[src/rtl/qdc_pkg.sv]
// Shared types and constants of the charge histogram core.
package qdc_pkg;

   localparam int MAX_BINS   = 4096;
   localparam int MAX_WINDOW = 1024;
   localparam int SAMPLE_W   = 12;
   localparam int CHARGE_W   = 22;
   localparam int BINS_W     = 17;
   localparam int DVD_W      = 40;
   localparam int DVS_W      = 22;
   localparam int CNT_W      = 32;

   localparam logic [SAMPLE_W-1:0] SAMPLE_FULL = '1;

   // request codes
   typedef enum logic [1:0] {
      REQ_SAMPLE = 2'd0,
      REQ_READ   = 2'd1,
      REQ_CLEAR  = 2'd2,
      REQ_NONE   = 2'd3
   } req_type_type;

   // result codes
   typedef enum logic [2:0] {
      KIND_BINNED    = 3'd0,
      KIND_OUT_RANGE = 3'd1,
      KIND_HIGH_CLIP = 3'd2,
      KIND_LOW_CLIP  = 3'd3,
      KIND_BIN_READ  = 3'd4
   } kind_type;

   // register indexes
   typedef enum logic [2:0] {
      REG_WINDOW   = 3'd0,
      REG_BASELINE = 3'd1,
      REG_MIN      = 3'd2,
      REG_MAX      = 3'd3,
      REG_BINS     = 3'd4
   } reg_index_type;

   typedef enum logic [3:0] {
      ST_CLEAR,
      ST_IDLE,
      ST_VERDICT,
      ST_DIV_B_GO,
      ST_DIV_B_WAIT,
      ST_SCALE,
      ST_DIV_Q_GO,
      ST_DIV_Q_WAIT,
      ST_HIST_RD,
      ST_HIST_WR,
      ST_RD_ADDR,
      ST_RD_DATA,
      ST_RESP
   } state_type;

   // divider status towards the sequencer
   typedef struct packed {
      logic busy;
      logic done;
   } div_status_type;

endpackage

[src/rtl/qdc_div.sv]
// Shared restoring divider, one quotient bit per cycle.
module qdc_div (
   input  logic                        clock,
   input  logic                        reset,
   input  logic                        start,
   input  logic [qdc_pkg::DVD_W-1:0]   dividend,
   input  logic [qdc_pkg::DVS_W-1:0]   divisor,
   output logic [qdc_pkg::DVD_W-1:0]   quotient,
   output qdc_pkg::div_status_type     status
);

   localparam int DVD_W = qdc_pkg::DVD_W;
   localparam int DVS_W = qdc_pkg::DVS_W;
   localparam int CW    = $clog2(DVD_W);

   logic [DVS_W-1:0] rem_ff, rem_in;
   logic [DVD_W-1:0] quo_ff, quo_in;
   logic [DVS_W-1:0] dvs_ff, dvs_in;
   logic [CW-1:0]    cnt_ff, cnt_in;
   logic             busy_ff, busy_in;
   logic             done_ff, done_in;
   logic [DVS_W:0]   trial;
   logic [DVS_W:0]   diffv;
   logic             ge;

   // one trial subtraction per cycle
   always_comb begin
      trial   = {rem_ff, quo_ff[DVD_W-1]};
      diffv   = trial - {1'b0, dvs_ff};
      ge      = trial >= {1'b0, dvs_ff};
      rem_in  = rem_ff;
      quo_in  = quo_ff;
      dvs_in  = dvs_ff;
      cnt_in  = cnt_ff;
      busy_in = busy_ff;
      done_in = 1'b0;
      if (start) begin
         rem_in  = '0;
         quo_in  = dividend;
         dvs_in  = divisor;
         cnt_in  = '0;
         busy_in = 1'b1;
      end else if (busy_ff) begin
         rem_in = ge ? diffv[DVS_W-1:0] : trial[DVS_W-1:0];
         quo_in = {quo_ff[DVD_W-2:0], ge};
         cnt_in = cnt_ff + 1'b1;
         if (cnt_ff == CW'(DVD_W - 1)) begin
            busy_in = 1'b0;
            done_in = 1'b1;
         end
      end
   end

   always_ff @(posedge clock) begin
      if (reset) begin
         busy_ff <= 1'b0;
         done_ff <= 1'b0;
         cnt_ff  <= '0;
      end else begin
         busy_ff <= busy_in;
         done_ff <= done_in;
         cnt_ff  <= cnt_in;
      end
      rem_ff <= rem_in;
      quo_ff <= quo_in;
      dvs_ff <= dvs_in;
   end

   assign quotient    = quo_ff;
   assign status.busy = busy_ff;
   assign status.done = done_ff;

endmodule

[config.mk]
export PLATFORM = sky130hd
export DESIGN_NAME = qdc_div
export DESIGN_NICKNAME = d
export VERILOG_FILES = /design/src/rtl/qdc_pkg.sv /design/src/rtl/qdc_div.sv
export SDC_FILE = /design/constraint.sdc
export NUM_CORES = 1
export LEC_CHECK = 0
export BUFFER_PORTS_ARGS = -buffer_cell sky130_fd_sc_hd__buf_2
export CORE_AREA = 2 2 107 109
export DETAILED_ROUTE_END_ITERATION = 7
export DIE_AREA = 0 0 109 111
export PLACE_DENSITY = 0.73
export SETUP_SLACK_MARGIN = 0.05
export SLEW_MARGIN = 20
export SYNTH_ARGS = -nofsm -noshare
export SYNTH_HDL_FRONTEND = slang
export SYNTH_SLANG_ARGS = --single-unit
[constraint.sdc]
create_clock -name clock -period 8.6 [get_ports clock]
set_clock_uncertainty 0.2 [all_clocks]
set_input_delay 0 -clock clock [delete_from_list [all_inputs] [get_ports clock]]
set_output_delay 0 -clock clock [all_outputs]
set_load 0.05 [all_outputs]
==> impl_metrics.json <==
{
  "numCtsBuffers": 9,
  "dp_hpwl_um": 7580,
  "synth_compound_area_frac": 0.126,
  "io_buffers": 106,
  "final_common_cell": "buf_2",
  "die_h_um": 111,
  "root_buffer": "clkbuf_16",
  "start_util": 0.433,
  "routed_wl_um": 11800,
  "cp.arrival_ps": 3400,
  "die_area_sq_mm": 0.0121,
  "start_kind": "flop",
  "clkLatencyLatePin_ps": 350,
  "combPwrFrac": 0.277,
  "synth_area_sq_mm": 0.00480,
  "vias": 3875,
  "cap_violations": 0,
  "track_usage": 0.203,
  "via_per_inst": 5.25,
  "async_flop_share": 0,
  "syn_to_final_growth_pct": 32.6,
  "synth.area.mux_share": 0.121,
  "synth_top_family_by_area": "compound AO/OA/AOI/OAI gates",
  "grt_pass1_vias": 3982,
  "clkPwrFrac": 0.293,
  "cp_max_fo": 14,
  "core_sq_mm": 0.0111,
  "synth_xor_area_frac": 0.0420,
  "path_clk_slew_ps": 70,
  "n_antenna_cell": 0,
  "seqPwrFrac": 0.430,
  "p_switching_uw": 411,
  "wl_per_cell_um": 15.9,
  "ir_drop_mv": 0.133,
  "ctsResizeCount": 0,
  "post-route-min-period_ps": 3340,
  "internal-power_uw": 852,
  "first_pass_iters": 5,
  "h-tree-depth": 3,
  "antenna_found_initial": 0,
  "die_w_um": 109,
  "path_cells": "inv_1, ha_1, a21oi_1, o21a_1, o21ai_0, a211o_1, nor2_2, buf_4, mux2_2, a211oi_1",
  "num_rows": 39,
  "cpPeakStageDelay_ps": 600,
  "period_share": 0.388,
  "p_leak_uw": 0.00270,
  "drcViolationCount": 0,
  "first_iter_violations": 144,
  "ys_types": 50,
  "grt-ovfl-total": 0,
  "critical_path.startpoint": "dvs_ff[16]$_DFFE_PP_",
  "setup_viol": 0,
  "timing.hold.ws_ps": 158,
  "status": "finished, final reports clean",
  "final_layout_size_suffix_gt1_frac": 0.282,
  "synthCells": 425,
  "maxSlewViolCount": 0,
  "path_buf_inv": 2,
  "syn_nets": 514,
  "seq_area_frac_synth": 0.513,
  "mostFrequentLayoutCells": "buf_2, dlygate4sd3_1, edfxtp_1, mux2_2, nor2_1",
  "hold_viol": 0,
  "num_io_pins": 107,
  "clockBufferDepth": 2,
  "holdCritPathClass": "input pin to flop",
  "ys_warn_count": 0,
  "gp_congestion": 0.948,
  "rsz0062_at_grt": "false",
  "syn_area_per_cell_sq_um": 11.3,
  "synth_flop_cell": "edfxtp_1",
  "hp-start": "divisor[1]",
  "max-slew-margin-rel": 0.368,
  "critPathCaptureType": "flop",
  "synth_seq_cells": 92,
  "cpLargestDelayFamily": "compound AO/OA/AOI/OAI gates",
  "powerDensity_mw_per_mm2": 199,
  "nFillCells": 913,
  "fin_tns_setup_ps": 0,
  "grt_max_degree": 62,
  "grt_pass1_wl_um": 19200,
  "critPathKind": "flop to flop",
  "synthSimpleGateAreaFrac": 0.0924,
  "swShare": 0.325,
  "synth_edf_count": 62,
  "synth_fa_ha_area_frac": 0.0642,
  "fmax_ghz": 0.300,
  "reg2reg_from": "dvs_ff[16]$_DFFE_PP_",
  "slowest_stage": "nor2_2",
  "cp.required_ps": 8660,
  "postRouteAntennaNets": 0,
  "cts_sinks": 92,
  "tightest_slew_ps": 944,
  "cts_tree": "built",
  "nNetsFinal": 679
}
## worst reg2reg max path, cell delays in order, from the launching register on
cell	delay, ps
edfxtp_1	330
inv_1	40
ha_1	340
a21oi_1	210
o21a_1	170
o21ai_0	90
a211o_1	330
nor2_2	600
buf_4	360
mux2_2	360
a211oi_1	220
## layer usage
| layer | vias to the layer above | GRT usage | share of wire |
|---|---|---|---|
| met5 | - | 0 | 0 |
| met4 | 0 | 0.0667 | 0.017 |
| met3 | 17 | 0.0658 | 0.072 |
| met2 | 147 | 0.342 | 0.49 |
| met1 | 1821 | 0.244 | 0.42 |
| li1 | 1890 | - | - |
## timing repair
| item | in CTS | in global routing |
|---|---|---|
| hold endpoints to repair | 91 | 0 |
| buffers inserted | 0 | 0 |
| hold buffers | 64 | 0 |
## area by class of cell
type | instances | area, sq um | share of cell area
clock buffers | 11 | 233 | 0.0366
clock inverters | 5 | 35.0 | 0.00551
inverters | 30 | 113 | 0.0177
multi-input cells | 284 | 2140 | 0.337
flip-flops and latches | 92 | 2460 | 0.387
well taps | 143 | 179 | 0.0281
repair buffers | 173 | 1200 | 0.188
## logic make-up (layout without fill, tap and decap cells)
group                      count (synthesis)  in the layout
DFF                                       92             92
buffers and inverters                     49            219
and+or+nand+nor                           95             95
adders and majority gates                 24             24
AOI/OAI and AO/OA                         89             89
xor gates and xnor gates                  23             23
muxes                                     53             53
## power by group through the flow
stage / clock network, uW / logic (uW) / registers, uW
6_report: 370 / 350 / 543
3_3_place_gp: 0 / 317 / 550
5_1_grt: 395 / 377 / 548
3_5_place_dp: 0 / 323 / 551
2_1_floorplan: 0 / 177 / 618
4_1_cts: 379 / 347 / 543
## synth_stat cells, drive strengths merged (2+ instances only)
cell	count	area [sq um]
o21a	2	15.0
ha	23	288
a21oi	26	130
xnor2	8	70.1
a221o	2	20.0
mux2	40	450
or3	3	18.8
a31oi	3	18.8
nor2b	5	31.3
o41ai	2	17.5
edfxtp	62	1860
mux2i	13	130
and3	3	18.8
clkbuf	14	52.6
o31ai	3	22.5
nor3	5	25.0
a311o	2	20.0
nand2	23	88.8
a311oi	2	23.8
o211ai	3	22.5
xor2	15	131
nor2	37	141
nand3	5	25.0
o21bai	4	30.0
o21ai	12	60.1
inv	29	109
a21boi	2	15.0
nand4	8	50.1
a211oi	17	128
dfxtp	30	601
buf	5	30.0
a21o	3	22.5
## flip-flops by register name (all words and copies together), names as in the netlist
name / flops
cnt_ff: 6
dvs_ff: 22
done_ff: 1
rem_ff: 22
quotient: 40
busy_ff: 1
## stage by stage
stage,setup slack [ps],area [sq um],instances,utilization,total power [uW]
5_1_grt,5010,6360,738,0.574,1320
3_3_place_gp,5370,5450,658,0.492,867
4_1_cts,5230,6360,738,0.574,1270
2_1_floorplan,5560,4800,425,-,795
6_report,5260,6360,738,0.574,1260
3_5_place_dp,5240,5450,658,0.492,874
## worst paths after layout
| path | endpoint | slack, ps | cells past startpoint |
|---|---|---|---|
| max | rem_ff[0]$_SDFFE_PP0P_ | 5260 | 10 |
| max reg2reg | rem_ff[0]$_SDFFE_PP0P_ | 5260 | 10 |
| min reg2reg | done_ff$_SDFF_PP0_ | 300 | 2 |
| min | dvs_ff[1]$_DFFE_PP_ | 160 | 2 |
Note: power is estimated with default switching activity, not from simulation.
